--- config.mk ---
export PLATFORM = sky130hd
export DESIGN_NAME = bit_flip_value_range_top
export DESIGN_NICKNAME = d
export VERILOG_FILES = /design/src/hw/rtl/bfvr_pkg.sv /design/src/hw/rtl/bit_flip_value_range_top.sv /design/src/hw/rtl/bfvr_datapath.sv /design/src/hw/rtl/bfvr_ctrl.sv
export VERILOG_INCLUDE_DIRS = /design/src /design/src/hw/rtl
export SDC_FILE = /design/constraint.sdc
export NUM_CORES = 1
export LEC_CHECK = 0
export BUFFER_PORTS_ARGS = -buffer_cell sky130_fd_sc_hd__buf_4
export CAP_MARGIN = 25
export CELL_PAD_IN_SITES_DETAIL_PLACEMENT = 0
export CELL_PAD_IN_SITES_GLOBAL_PLACEMENT = 2
export CORE_ASPECT_RATIO = 1.2
export CORE_UTILIZATION = 39
export CTS_BUF_LIST = sky130_fd_sc_hd__clkbuf_8
export CTS_CLUSTER_DIAMETER = 100
export CTS_CLUSTER_SIZE = 20
export DETAILED_ROUTE_END_ITERATION = 16
export PLACE_DENSITY_LB_ADDON = 0.1
export SLEW_MARGIN = 20
export SYNTH_ARGS = -nofsm -noshare
export SYNTH_HDL_FRONTEND = slang
export SYNTH_HIERARCHICAL = 1
export SYNTH_SLANG_ARGS = --single-unit
--- constraint.sdc ---
create_clock -name clk -period 7.68 [get_ports clk]
set_clock_uncertainty 0.2 [all_clocks]
set_input_delay 1.152 -clock clk [delete_from_list [all_inputs] [get_ports clk]]
set_output_delay 1.152 -clock clk [all_outputs]
set_load 0.05 [all_outputs]
--- src/hw/rtl/bit_flip_value_range_top_macros.svh ---
// Assertion macros shared by the bit flip value range modules.
// Each macro expects signals named clk and rst_n in the calling module.
`ifndef BIT_FLIP_VALUE_RANGE_TOP_MACROS_SVH
`define BIT_FLIP_VALUE_RANGE_TOP_MACROS_SVH

// Checks that cons holds in the same cycle as ante.
`define BFVR_ASSERT_SAME(label, ante, cons, msg) \
  label: assert property (@(posedge clk) disable iff (!rst_n) (ante) |-> (cons)) \
    else $error(msg);

// Checks that cons holds in the cycle after ante.
`define BFVR_ASSERT_NEXT(label, ante, cons, msg) \
  label: assert property (@(posedge clk) disable iff (!rst_n) (ante) |=> (cons)) \
    else $error(msg);

`endif

--- src/hw/rtl/bfvr_pkg.sv ---
`timescale 1ns / 1ps
// ----------------------------------------------------------------------------
// bfvr_pkg
// Shared types, codes and helpers of the bit flip value range block.
// ----------------------------------------------------------------------------
package bfvr_pkg;

  localparam int unsigned FUNC_W  = 2;
  localparam int unsigned VALUE_W = 16;
  localparam int unsigned COUNT_W = 5;
  localparam int unsigned MASK_W  = 16;
  localparam int unsigned BW_W    = 5;
  localparam int unsigned POP_W   = 6;

  localparam logic [FUNC_W-1:0] FUNC_EXACT           = 2'd0;
  localparam logic [FUNC_W-1:0] FUNC_EXACT_KEEP_SIGN = 2'd1;
  localparam logic [FUNC_W-1:0] FUNC_AT_MOST         = 2'd2;

  localparam logic [BW_W-1:0] BIT_WIDTH_RESET = 5'd8;

  typedef struct packed {
    logic load;
    logic step;
    logic capture;
  } cmd_t;

  typedef struct packed {
    logic last;
  } status_t;

  function automatic logic [POP_W-1:0] popcount32(input logic [31:0] x);
    logic [POP_W-1:0] n;
    n = '0;
    for (int i = 0; i < 32; i++) begin
      n = n + POP_W'(x[i]);
    end
    return n;
  endfunction

endpackage

--- src/hw/rtl/bit_flip_value_range_top.sv ---
`timescale 1ns / 1ps
// ----------------------------------------------------------------------------
// bit_flip_value_range_top
// Least and greatest value reachable by flipping bits of a quantized value.
// ----------------------------------------------------------------------------
// Usage:
// The cfg channel sets the bit width (1 to MAX_BITS) and is always ready; the
// user must write it only while no item is in flight, which the block itself
// does not enforce. An input transfer carries the mode in in_tuser and the
// value, flip count and base mask in in_tdata. The block scans every mask of
// the effective width w, one mask per cycle, and takes a new item only once
// the result of the last one has gone to the output register. The mask
// counter feeds a single popcount and compare path.
// The result sits in an output register; while the receiver stalls it holds
// its value and a finished scan waits, so no new item is taken until the
// register is free.
// Reset sets the width to 8, empties the output register and idles the scan.
// ----------------------------------------------------------------------------
module bit_flip_value_range_top #(
  parameter int unsigned MAX_BITS = 16
) (
  input  logic        clk,
  input  logic        rst_n,
  input  logic        cfg_valid,
  output logic        cfg_ready,
  input  logic [4:0]  cfg_data,
  input  logic        in_tvalid,
  output logic        in_tready,
  // value[15:0], flip_count[20:16], base_mask[36:21], zero fill above.
  input  logic [39:0] in_tdata,
  // func[1:0].
  input  logic [1:0]  in_tuser,
  output logic        out_tvalid,
  input  logic        out_tready,
  // range_low[15:0], range_high[31:16].
  output logic [31:0] out_tdata,
  // found[0].
  output logic [0:0]  out_tuser
);

  bfvr_pkg::cmd_t    cmd;
  bfvr_pkg::status_t status;
  logic signed [15:0] range_low;
  logic signed [15:0] range_high;
  logic               found;

  assign cfg_ready = 1'b1;

  bfvr_ctrl u_ctrl (
    .clk        (clk),
    .rst_n      (rst_n),
    .in_tvalid  (in_tvalid),
    .in_tready  (in_tready),
    .out_tvalid (out_tvalid),
    .out_tready (out_tready),
    .status     (status),
    .cmd        (cmd)
  );

  bfvr_datapath #(
    .MAX_BITS (MAX_BITS)
  ) u_datapath (
    .clk           (clk),
    .rst_n         (rst_n),
    .cfg_we        (cfg_valid),
    .cfg_bit_width (cfg_data),
    .cmd           (cmd),
    .status        (status),
    .func          (in_tuser),
    .value         (in_tdata[15:0]),
    .flip_count    (in_tdata[20:16]),
    .base_mask     (in_tdata[36:21]),
    .range_low     (range_low),
    .range_high    (range_high),
    .found         (found)
  );

  assign out_tdata = {range_high, range_low};
  assign out_tuser = found;

endmodule

--- src/hw/rtl/bfvr_datapath.sv ---
`timescale 1ns / 1ps
// ----------------------------------------------------------------------------
// bfvr_datapath
// Mask counter, qualification logic, running bounds and result register.
// ----------------------------------------------------------------------------
`include "bit_flip_value_range_top_macros.svh"

module bfvr_datapath #(
  parameter int unsigned MAX_BITS = 16
) (
  input  logic                               clk,
  input  logic                               rst_n,
  input  logic                               cfg_we,
  input  logic [bfvr_pkg::BW_W-1:0]          cfg_bit_width,
  input  bfvr_pkg::cmd_t                     cmd,
  output bfvr_pkg::status_t                  status,
  input  logic [bfvr_pkg::FUNC_W-1:0]        func,
  input  logic signed [bfvr_pkg::VALUE_W-1:0] value,
  input  logic [bfvr_pkg::COUNT_W-1:0]       flip_count,
  input  logic [bfvr_pkg::MASK_W-1:0]        base_mask,
  output logic signed [bfvr_pkg::VALUE_W-1:0] range_low,
  output logic signed [bfvr_pkg::VALUE_W-1:0] range_high,
  output logic                               found
);

  localparam int unsigned MB = MAX_BITS;
  localparam logic [MB-1:0] ONES = '1;
  localparam logic [bfvr_pkg::BW_W-1:0] MB_CODE = bfvr_pkg::BW_W'(MAX_BITS);

  logic [bfvr_pkg::BW_W-1:0]    bw_r;
  logic [bfvr_pkg::BW_W-1:0]    w_eff;
  logic [MB-1:0]                wmask;
  logic [MB-1:0]                sign_bit;
  logic [MB-1:0]                cnt_r, cnt_nxt;
  logic [MB-1:0]                v_r;
  logic [MB-1:0]                base_r;
  logic [bfvr_pkg::FUNC_W-1:0]  func_r;
  logic [bfvr_pkg::POP_W-1:0]   limit_r;
  logic [bfvr_pkg::POP_W-1:0]   target_r;
  logic [MB-1:0]                min_r, min_nxt;
  logic [MB-1:0]                max_r, max_nxt;
  logic                         found_r, found_nxt;
  logic [MB-1:0]                v_in;
  logic [MB-1:0]                base_in;
  logic [bfvr_pkg::POP_W-1:0]   pop_m;
  logic [MB-1:0]                flipped;
  logic [MB-1:0]                cand;
  logic                         ok;
  logic signed [31:0]           min_ext;
  logic signed [31:0]           max_ext;
  logic signed [31:0]           value_ext;

  always_ff @(posedge clk) begin
    if (!rst_n) begin
      bw_r <= bfvr_pkg::BIT_WIDTH_RESET;
    end else if (cfg_we) begin
      bw_r <= cfg_bit_width;
    end
  end

  always_comb begin
    if (bw_r == '0) begin
      w_eff = bfvr_pkg::BW_W'(1);
    end else if (bw_r > MB_CODE) begin
      w_eff = MB_CODE;
    end else begin
      w_eff = bw_r;
    end
  end

  assign wmask    = ONES >> (MB_CODE - w_eff);
  assign sign_bit = MB'(1) << (w_eff - bfvr_pkg::BW_W'(1));

  assign value_ext = 32'(value);
  assign v_in      = value_ext[MB-1:0] & wmask;
  assign base_in   = MB'(32'(base_mask)) & wmask;

  assign pop_m   = bfvr_pkg::popcount32(32'(cnt_r));
  assign flipped = v_r ^ cnt_r;
  assign cand    = ((flipped & sign_bit) != '0) ? (flipped | ~wmask) : flipped;

  always_comb begin
    unique case (func_r)
      bfvr_pkg::FUNC_EXACT: begin
        ok = ((cnt_r & base_r) == base_r) && (pop_m == target_r);
      end
      bfvr_pkg::FUNC_EXACT_KEEP_SIGN: begin
        ok = ((cnt_r & base_r) == base_r) && (pop_m == target_r) &&
             ((cnt_r & ~base_r & sign_bit) == '0);
      end
      bfvr_pkg::FUNC_AT_MOST: begin
        ok = (pop_m <= limit_r);
      end
      default: begin
        ok = 1'b0;
      end
    endcase
  end

  assign status.last = (cnt_r == wmask);

  always_comb begin
    cnt_nxt   = cnt_r;
    min_nxt   = min_r;
    max_nxt   = max_r;
    found_nxt = found_r;
    if (cmd.load) begin
      cnt_nxt   = '0;
      found_nxt = 1'b0;
      min_nxt   = '0;
      max_nxt   = '0;
    end else if (cmd.step) begin
      cnt_nxt = cnt_r + MB'(1);
      if (ok) begin
        if (!found_r || ($signed(cand) < $signed(min_r))) begin
          min_nxt = cand;
        end
        if (!found_r || ($signed(cand) > $signed(max_r))) begin
          max_nxt = cand;
        end
        found_nxt = 1'b1;
      end
    end
  end

  always_ff @(posedge clk) begin
    if (!rst_n) begin
      cnt_r   <= '0;
      min_r   <= '0;
      max_r   <= '0;
      found_r <= 1'b0;
    end else begin
      cnt_r   <= cnt_nxt;
      min_r   <= min_nxt;
      max_r   <= max_nxt;
      found_r <= found_nxt;
    end
  end

  always_ff @(posedge clk) begin
    if (cmd.load) begin
      v_r      <= v_in;
      base_r   <= base_in;
      func_r   <= func;
      limit_r  <= bfvr_pkg::POP_W'(flip_count);
      target_r <= bfvr_pkg::POP_W'(flip_count) + bfvr_pkg::popcount32(32'(base_in));
    end
  end

  assign min_ext = 32'($signed(min_r));
  assign max_ext = 32'($signed(max_r));

  always_ff @(posedge clk) begin
    if (cmd.capture) begin
      range_low  <= found_r ? min_ext[bfvr_pkg::VALUE_W-1:0] : '0;
      range_high <= found_r ? max_ext[bfvr_pkg::VALUE_W-1:0] : '0;
      found      <= found_r;
    end
  end

  `BFVR_ASSERT_NEXT(a_load_clears, cmd.load, (cnt_r == '0) && !found_r, "load must clear scan")
  `BFVR_ASSERT_NEXT(a_scan_advances, cmd.step && !status.last,
                    cnt_r == $past(cnt_r) + MB'(1), "mask counter must advance by one")

endmodule

--- src/hw/rtl/bfvr_ctrl.sv ---
`timescale 1ns / 1ps
// ----------------------------------------------------------------------------
// bfvr_ctrl
// Sequencer that accepts an item, runs the mask scan and hands off results.
// ----------------------------------------------------------------------------
`include "bit_flip_value_range_top_macros.svh"

module bfvr_ctrl (
  input  logic              clk,
  input  logic              rst_n,
  input  logic              in_tvalid,
  output logic              in_tready,
  output logic              out_tvalid,
  input  logic              out_tready,
  input  bfvr_pkg::status_t status,
  output bfvr_pkg::cmd_t    cmd
);

  typedef enum logic [2:0] {
    ST_IDLE = 3'b001,
    ST_RUN  = 3'b010,
    ST_FIN  = 3'b100
  } state_t;

  state_t state_r, state_nxt;
  logic   out_valid_r, out_valid_nxt;
  logic   slot_free;

  assign in_tready  = (state_r == ST_IDLE);
  assign out_tvalid = out_valid_r;
  assign slot_free  = !out_valid_r || out_tready;

  always_comb begin
    state_nxt     = state_r;
    out_valid_nxt = out_valid_r && !out_tready;
    cmd           = '0;
    unique case (state_r)
      ST_IDLE: begin
        if (in_tvalid) begin
          cmd.load  = 1'b1;
          state_nxt = ST_RUN;
        end
      end
      ST_RUN: begin
        cmd.step = 1'b1;
        if (status.last) begin
          state_nxt = ST_FIN;
        end
      end
      ST_FIN: begin
        if (slot_free) begin
          cmd.capture   = 1'b1;
          out_valid_nxt = 1'b1;
          state_nxt     = ST_IDLE;
        end
      end
      default: begin
        state_nxt = ST_IDLE;
      end
    endcase
  end

  always_ff @(posedge clk) begin
    if (!rst_n) begin
      state_r     <= ST_IDLE;
      out_valid_r <= 1'b0;
    end else begin
      state_r     <= state_nxt;
      out_valid_r <= out_valid_nxt;
    end
  end

  `BFVR_ASSERT_NEXT(a_load_starts_run, cmd.load, state_r == ST_RUN, "load must start the scan")
  `BFVR_ASSERT_NEXT(a_last_finishes, (state_r == ST_RUN) && status.last,
                    state_r == ST_FIN, "scan must end after the last mask")
  `BFVR_ASSERT_NEXT(a_capture_shows, cmd.capture, out_tvalid, "captured result must be offered")

endmodule
=== Word level (Yosys, flattened, before mapping) ===
Index checks and enable logic that the tools add are counted.

* Register bits after elaboration: 136
* Latch bits: 0
* RAM bits: 0
* ROM bits: 0
* Input port bits: 52
* Word-level logic and storage cells: 110
* Memories: 0

* Add/sub/neg operators: 34
* $mul: 0
* Div/mod/pow operators: 0
* Magnitude comparators: 4
* Eq/ne operators: 11
* Shift operators: 2
* Multiplexer cells: 15
* Bitwise operators: 11
* Reduce and logical (&&, ||, !) cells: 18

{| class="wikitable"
|+ Operators by type and width
! kind !! count
|-
| $add A6 B1 Y6 || 28
|-
| $and A16 B16 Y16 || 6
|-
| $eq A16 B16 Y1 || 2
|-
| $not A16 Y16 || 2
|-
| $add A16 B1 Y16 const B || 1
|-
| $gt A16 B16 Y1 || 1
|-
| $logic_not A16 Y1 || 1
|-
| $lt A16 B16 Y1 || 1
|-
| $mux W16 || 1
|-
| $or A16 B16 Y16 || 1
|-
| $reduce_bool A16 Y1 || 1
|-
| $shl A1 B5 Y16 const A || 1
|-
| $shr A16 B5 Y16 const A || 1
|-
| $xor A16 B16 Y16 || 1
|-
| $mux W5 || 2
|-
| $mux W3 || 3
|-
| $pmux W3 S3 || 1
|-
| $reduce_and A3 Y1 || 3
|-
| $mux W1 || 7
|-
| $add A5 B6 Y6 || 1
|-
| $eq A6 B6 Y1 || 1
|-
| $le A6 B5 Y1 || 1
|-
| $gt A5 B5 Y1 const B || 1
|-
| $logic_not A5 Y1 || 1
|-
| 18 further kinds || 26
|}

=== Logic depth before layout (Yosys ltp) ===
* Depth after elaboration: 22
* Mapped depth: 25

=== By module ===
Netlist, hierarchy kept.

{| class="wikitable"
|+ By module, submodules not included
! module !! times used !! cells each !! area an instance (um2) !! seq. area each (um2)
|-
| bfvr_datapath || 1 || 820 || 8197.9 || 3423.3
|-
| bfvr_ctrl || 1 || 22 || 206.4 || 80.1
|-
| bit_flip_value_range_top || 1 || 2 || 11.3 || 0.0
|}

=== Least setup slack after synthesis ===
Ideal clock, no wire load.

* Kind: register -> register
* Start point: reg u_datapath/bw_r[2] (netlist name)
* End point: reg u_datapath/target_r[4] (netlist name) (data pin)
* Data arrival time: 5.253 ns
* Required time: 7.222 ns
* Path slack: 1.969 ns
* Stages on the path, launching flop included: 23
* Buffers on the path: 1
* Clock period less this slack: 5.711 ns
* Path through: dfxtp_1 nor3_1 o21ai_0 ha_1 or4b_1 a21boi_1 buf_6 o21ai_1 o21ai_0 and2_1 fa_1 inv_1 fa_1 fa_1 inv_1 fa_1 inv_1 fa_1 inv_1 fa_1 a21o_1 a21oi_1 xnor2_1

{| class="wikitable"
|+ RTL lines
! what !! line !! source
|-
| from (decl) || bfvr_datapath.sv:30 || <nowiki>logic [bfvr_pkg::BW_W-1:0] bw_r;</nowiki>
|-
| from (signal assigned) || bfvr_datapath.sv:55 || <nowiki>bw_r <= bfvr_pkg::BIT_WIDTH_RESET;</nowiki>
|-
| from (signal assigned) || bfvr_datapath.sv:57 || <nowiki>bw_r <= cfg_bit_width;</nowiki>
|-
| $gt A5 B5 Y1 || bfvr_datapath.sv:64 || <nowiki>end else if (bw_r > MB_CODE) begin</nowiki>
|-
| $mux W5 || bfvr_datapath.sv:64 ||
|-
| $mux W5 (*) || bfvr_datapath.sv:62 || <nowiki>if (bw_r == '0) begin</nowiki>
|-
| $sub A5 B5 Y5 (*) || bfvr_datapath.sv:71 || <nowiki>assign wmask = ONES >> (MB_CODE - w_eff);</nowiki>
|-
| $shr A16 B5 Y16 (*) || bfvr_datapath.sv:71 ||
|-
| $and A16 B16 Y16 (*) || bfvr_datapath.sv:76 || <nowiki>assign base_in = MB'(32'(base_mask)) & wmask;</nowiki>
|-
| via u_datapath.base_in[2] || bfvr_datapath.sv:44 || <nowiki>logic [MB-1:0] base_in;</nowiki>
|-
| $add A6 B1 Y6 (*) (14 in a row) || bfvr_pkg.sv:35 || <nowiki>n = n + POP_W'(x[i]);</nowiki>
|-
| $add A5 B6 Y6 (*) || bfvr_datapath.sv:146 || <nowiki>target_r <= bfvr_pkg::POP_W'(flip_count) + bfvr_pkg::popcount32(32'(base_in));</nowiki>
|-
| to (signal assigned) || bfvr_datapath.sv:146 ||
|-
| to (decl) || bfvr_datapath.sv:39 || <nowiki>logic [bfvr_pkg::POP_W-1:0] target_r;</nowiki>
|}

Mark *: on every way through the listed nets, which the timed path passes. The rest lies on a longest branch.
A chain may end at the register's enable or synchronous reset.

=== Worst setup path in the final report ===
* Start point: reg u_datapath/bw_r[3] (netlist name)
* End point: reg u_datapath/target_r[4] (netlist name) (data pin)

{| class="wikitable"
|+ RTL lines
! what !! line
|-
| $gt A5 B5 Y1 || bfvr_datapath.sv:64
|-
| $mux W5 || bfvr_datapath.sv:64
|-
| $mux W5 (*) || bfvr_datapath.sv:62
|-
| $sub A5 B5 Y5 (*) || bfvr_datapath.sv:71
|-
| $shr A16 B5 Y16 (*) || bfvr_datapath.sv:71
|-
| $and A16 B16 Y16 (*) || bfvr_datapath.sv:76
|-
| via u_datapath.base_in[10] || bfvr_datapath.sv:44
|-
| $add A6 B1 Y6 (*) (6 in a row) || bfvr_pkg.sv:35
|-
| $add A5 B6 Y6 (*) || bfvr_datapath.sv:146
|}

Marked as above.

==> results by group <==
Status
  – Status: complete, no violations

Clocking
  – Post_cts resized: 0
  – CTS clk-pin slew, worst paths: 0.08 ns
  – CTS max path bufs: 2
  – Sink Count: 136
  – Setup Fix Bufs, Post-CTS: 0
  – CTS Buf Count: 17
  – CTS tree: built
  – Hold-fix buffer count after cts: 0
  – H-tree Lvls: 4
  – Worst skew pair latency: 0.46 ns
  – CTS root buf: clkbuf_8

Placed design
  – Pre-CTS setup slack: 1.356 ns
  – Port bufs: 83
  – Post-placement cell area: 9240 um2
  – Dpl hpwl: 17170 um
  – RePlAce Congestion: 0.9118
  – Dpl cells: 1169

Worst setup path
  – Buf+Inv Stages, Crit Path: 8
  – CP Cell Sequence: nor3_1 -> o21ai_0 -> ha_1 -> inv_1 -> ha_1 -> inv_1 -> a21oi_1 -> and2_1 -> inv_1 -> fa_1 -> inv_1 -> fa_1 -> inv_1 -> fa_1 -> inv_1 -> fa_1 -> inv_1 -> fa_1 -> inv_1 -> fa_1 -> a21o_1 -> a21oi_1 -> xnor2_1
  – R2R Setup Slk: 1.34 ns
  – Crit path DAT: 6.36 ns
  – Reg2Reg Depth: 23
  – Worst path slowest cell: ha_1
  – Worst Path Max Fanout: 12
  – Startpoint Class: flip-flop
  – Critical path data required time: 7.70 ns
  – Critical path depth: 23
  – Crit-path max cell delay: 0.56 ns
  – CP delay by family, top: adder cells
  – Crit-path most repeated cell: inv_1
  – CP Class: reg2reg
  – Crit path capture type: flip-flop

Final layout
  – Nets: 1052
  – Ant diodes: 0
  – Commonest non-fill, non-tap cell in the layout: inv_1
  – Final Non-Filler Cells: 1200
  – Most frequent cells in the layout: 94 x inv_1, 92 x buf_4, 92 x nand2_1, 78 x edfxtp_1, 60 x ha_1
  – Finished Cell Area: 9681 um2
  – Layout cell share with drive strength beyond 1: 0.1538
  – Synth-to-Final Area Change: 15.03%

Die
  – Chip height: 162.9 um
  – Io pins: 88
  – Die area: 22170 um2
  – CORE AREA: 21050 um2
  – Die width: 136.1 um
  – Initial core utilization: 0.3999
  – Row cnt: 58

Routing
  – DR WL met3: 853 um
  – Routed Antenna Nets: 0
  – # DRC: 0
  – Final wirelength: 22160 um
  – Routed vias: 6214
  – 1st-iter DRT viols: 421
  – Highest Signal Layer: met4
  – Wire per inst: 18.46 um
  – 1st-pass router iterations: 5
  – Metal-1 WL: 9127 um
  – Vias/cell: 5.178
  – Routed wl met2: 11660 um

Power
  – Leakage power: 3.909 nW
  – PwrDens: 209.8 nW/um2
  – Worst vdd ir: 170.6 uV

STA
  – Fin crit share: 0.8257
  – Worst slew margin: 0.4136
  – Slew @ Worst Pin: 0.8764 ns
  – Setup TNS: 0 ns
  – Min setup slack post-route: 1.338 ns
  – Minimum clock period: 6.342 ns
  – Final hold violations: 0
  – Fin. max-slew vios: 0
  – Fmax: 0.1577 GHz
  – RSZ-0062 raised after global routing: no
  – Final-report setup violation count: 0

Synthesis
  – Post-synthesis sequential area ratio: 0.4163
  – Mean cell area of the mapped netlist: 9.971 um2
  – Syn Nets: 978
  – #FFs+latches synth: 136
  – Post-synth EDFFs: 78
  – Async SR Flop Fraction: 0
  – Yosys Warn Count: 6
  – Synth Instances: 844
  – Netlist cell types: 68
  – Post-synth top flop: edfxtp_1
  – Cell area after synthesis: 8416 um2

GRT
  – Gr ovfl total: 0
  – First-pass GRT wire length: 34870 um
  – Number of global-route vias before repair: 6434
  – Initial antenna violation count: 0
  – Tot GR Track Use: 0.2132
  – Pin count of the biggest net entering global routing: 49

Min path
  – Hold path cells: 2
  – Hold crit path type: reg2reg

Run
  – Total of max-cap violations: 0
[final cells by class]
type	instances	area [um2]
Fill cell	2052	11360
Multi-Input combinational cell	574	4344
Sequential cell	136	3503
Timing Repair Buffer	92	690.7
Inverter	97	364.1
Tap cell	270	337.8
Clock buffer	18	247.7
Clock inverter	13	192.7
[path summary, 6_finish.rpt]
kind                             from                      to
hold reg to reg   u_datapath/min_r[2]     u_datapath/min_r[2]
hold / removal    u_datapath/min_r[2]     u_datapath/min_r[2]
setup reg to reg   u_datapath/bw_r[3]  u_datapath/target_r[4]
setup / recovery   u_datapath/bw_r[3]  u_datapath/target_r[4]
[per-layer routing]
metal	vias up	global-route usage
met3	31	0.02988
li1	3027	-
met2	163	0.3952
met5	-	0
met4	0	0.08384
met1	2993	0.2423
[power breakdown]
group	switching (W)	total, W	internal (W)
Sequential	0.0000209	0.000849	0.000828
Clock	0.000301	0.000665	0.000364
Combinational	0.000302	0.000517	0.000215
Total	0.000624	0.00203	0.00141
[sequential cells by signal, summed over array words and instances, names as in the netlist, 2 cells and up]
name,flops
u_datapath/max_r,16
u_ctrl/state_r,3
u_datapath/base_r,16
u_datapath/v_r,16
u_datapath/bw_r,5
u_datapath/range_low,16
u_datapath/limit_r,5
u_datapath/cnt_r,16
u_datapath/target_r,6
u_datapath/range_high,16
u_datapath/func_r,2
u_datapath/min_r,16
[Yosys cell counts (3+ instances only)]
cell type,n,area (um2)
edfxtp_1,78,2342
o31ai_1,3,22.52
buf_4,4,30.03
and3_1,8,50.05
mux2i_1,37,370.4
o21ai_1,3,15.01
a21o_1,12,90.09
dfxtp_1,58,1161
xor2_1,19,166.4
clkbuf_1,22,82.58
o22ai_1,7,43.79
a2111oi_2,3,45.04
a31oi_1,3,18.77
inv_1,94,352.8
o21ai_0,27,135.1
a211oi_1,6,45.04
xnor2_1,29,254.0
o32ai_1,6,52.55
nor2b_1,19,118.9
nand3b_1,8,60.06
nand2b_1,13,81.33
a21oi_1,20,100.1
nor2_1,38,142.6
and2_1,55,344.1
nand3_1,13,65.06
nor3_1,6,30.03
o21bai_1,8,60.06
nand4_1,10,62.56
ha_1,60,750.7
buf_2,7,35.03
nor4_1,4,25.02
inv_2,3,11.26
nand2_1,92,345.3
fa_1,22,440.4
[worst register-to-register path: stages, from the launching register on]
cell	delay, ns
dfxtp_1	0.47
nor3_1	0.08
o21ai_0	0.41
ha_1	0.31
inv_1	0.09
ha_1	0.56
inv_1	0.26
a21oi_1	0.33
and2_1	0.20
inv_1	0.06
fa_1	0.48
inv_1	0.05
fa_1	0.48
inv_1	0.05
fa_1	0.47
inv_1	0.05
fa_1	0.43
inv_1	0.08
fa_1	0.15
inv_1	0.06
fa_1	0.40
a21o_1	0.17
a21oi_1	0.17
xnor2_1	0.08
[metrics by stage]
stage | util | hold slack, ns | total power, W
after global routing | 0.4600 | 0.2927 | 0.002147
after floorplan | - | 0.2432 | 0.001226
after global placement | 0.4391 | 0.2572 | 0.001371
after CTS | 0.4600 | 0.2743 | 0.002052
final | 0.4600 | 0.2732 | 0.002031
after detailed placement | 0.4391 | 0.2631 | 0.001383
[cells by family after synthesis]
group	after synthesis	synth area share
AOI/OAI and AO/OA	123	0.1059
buffers and inverters	134	0.06824
adders and majority gates	82	0.1415
muxes	37	0.04401
other	1	0.0004456
xor gates and xnor gates	48	0.04996
DFF	136	0.4163
and+or+nand+nor	283	0.1737
No activity file was read; power rests on OpenSTA's default activity.
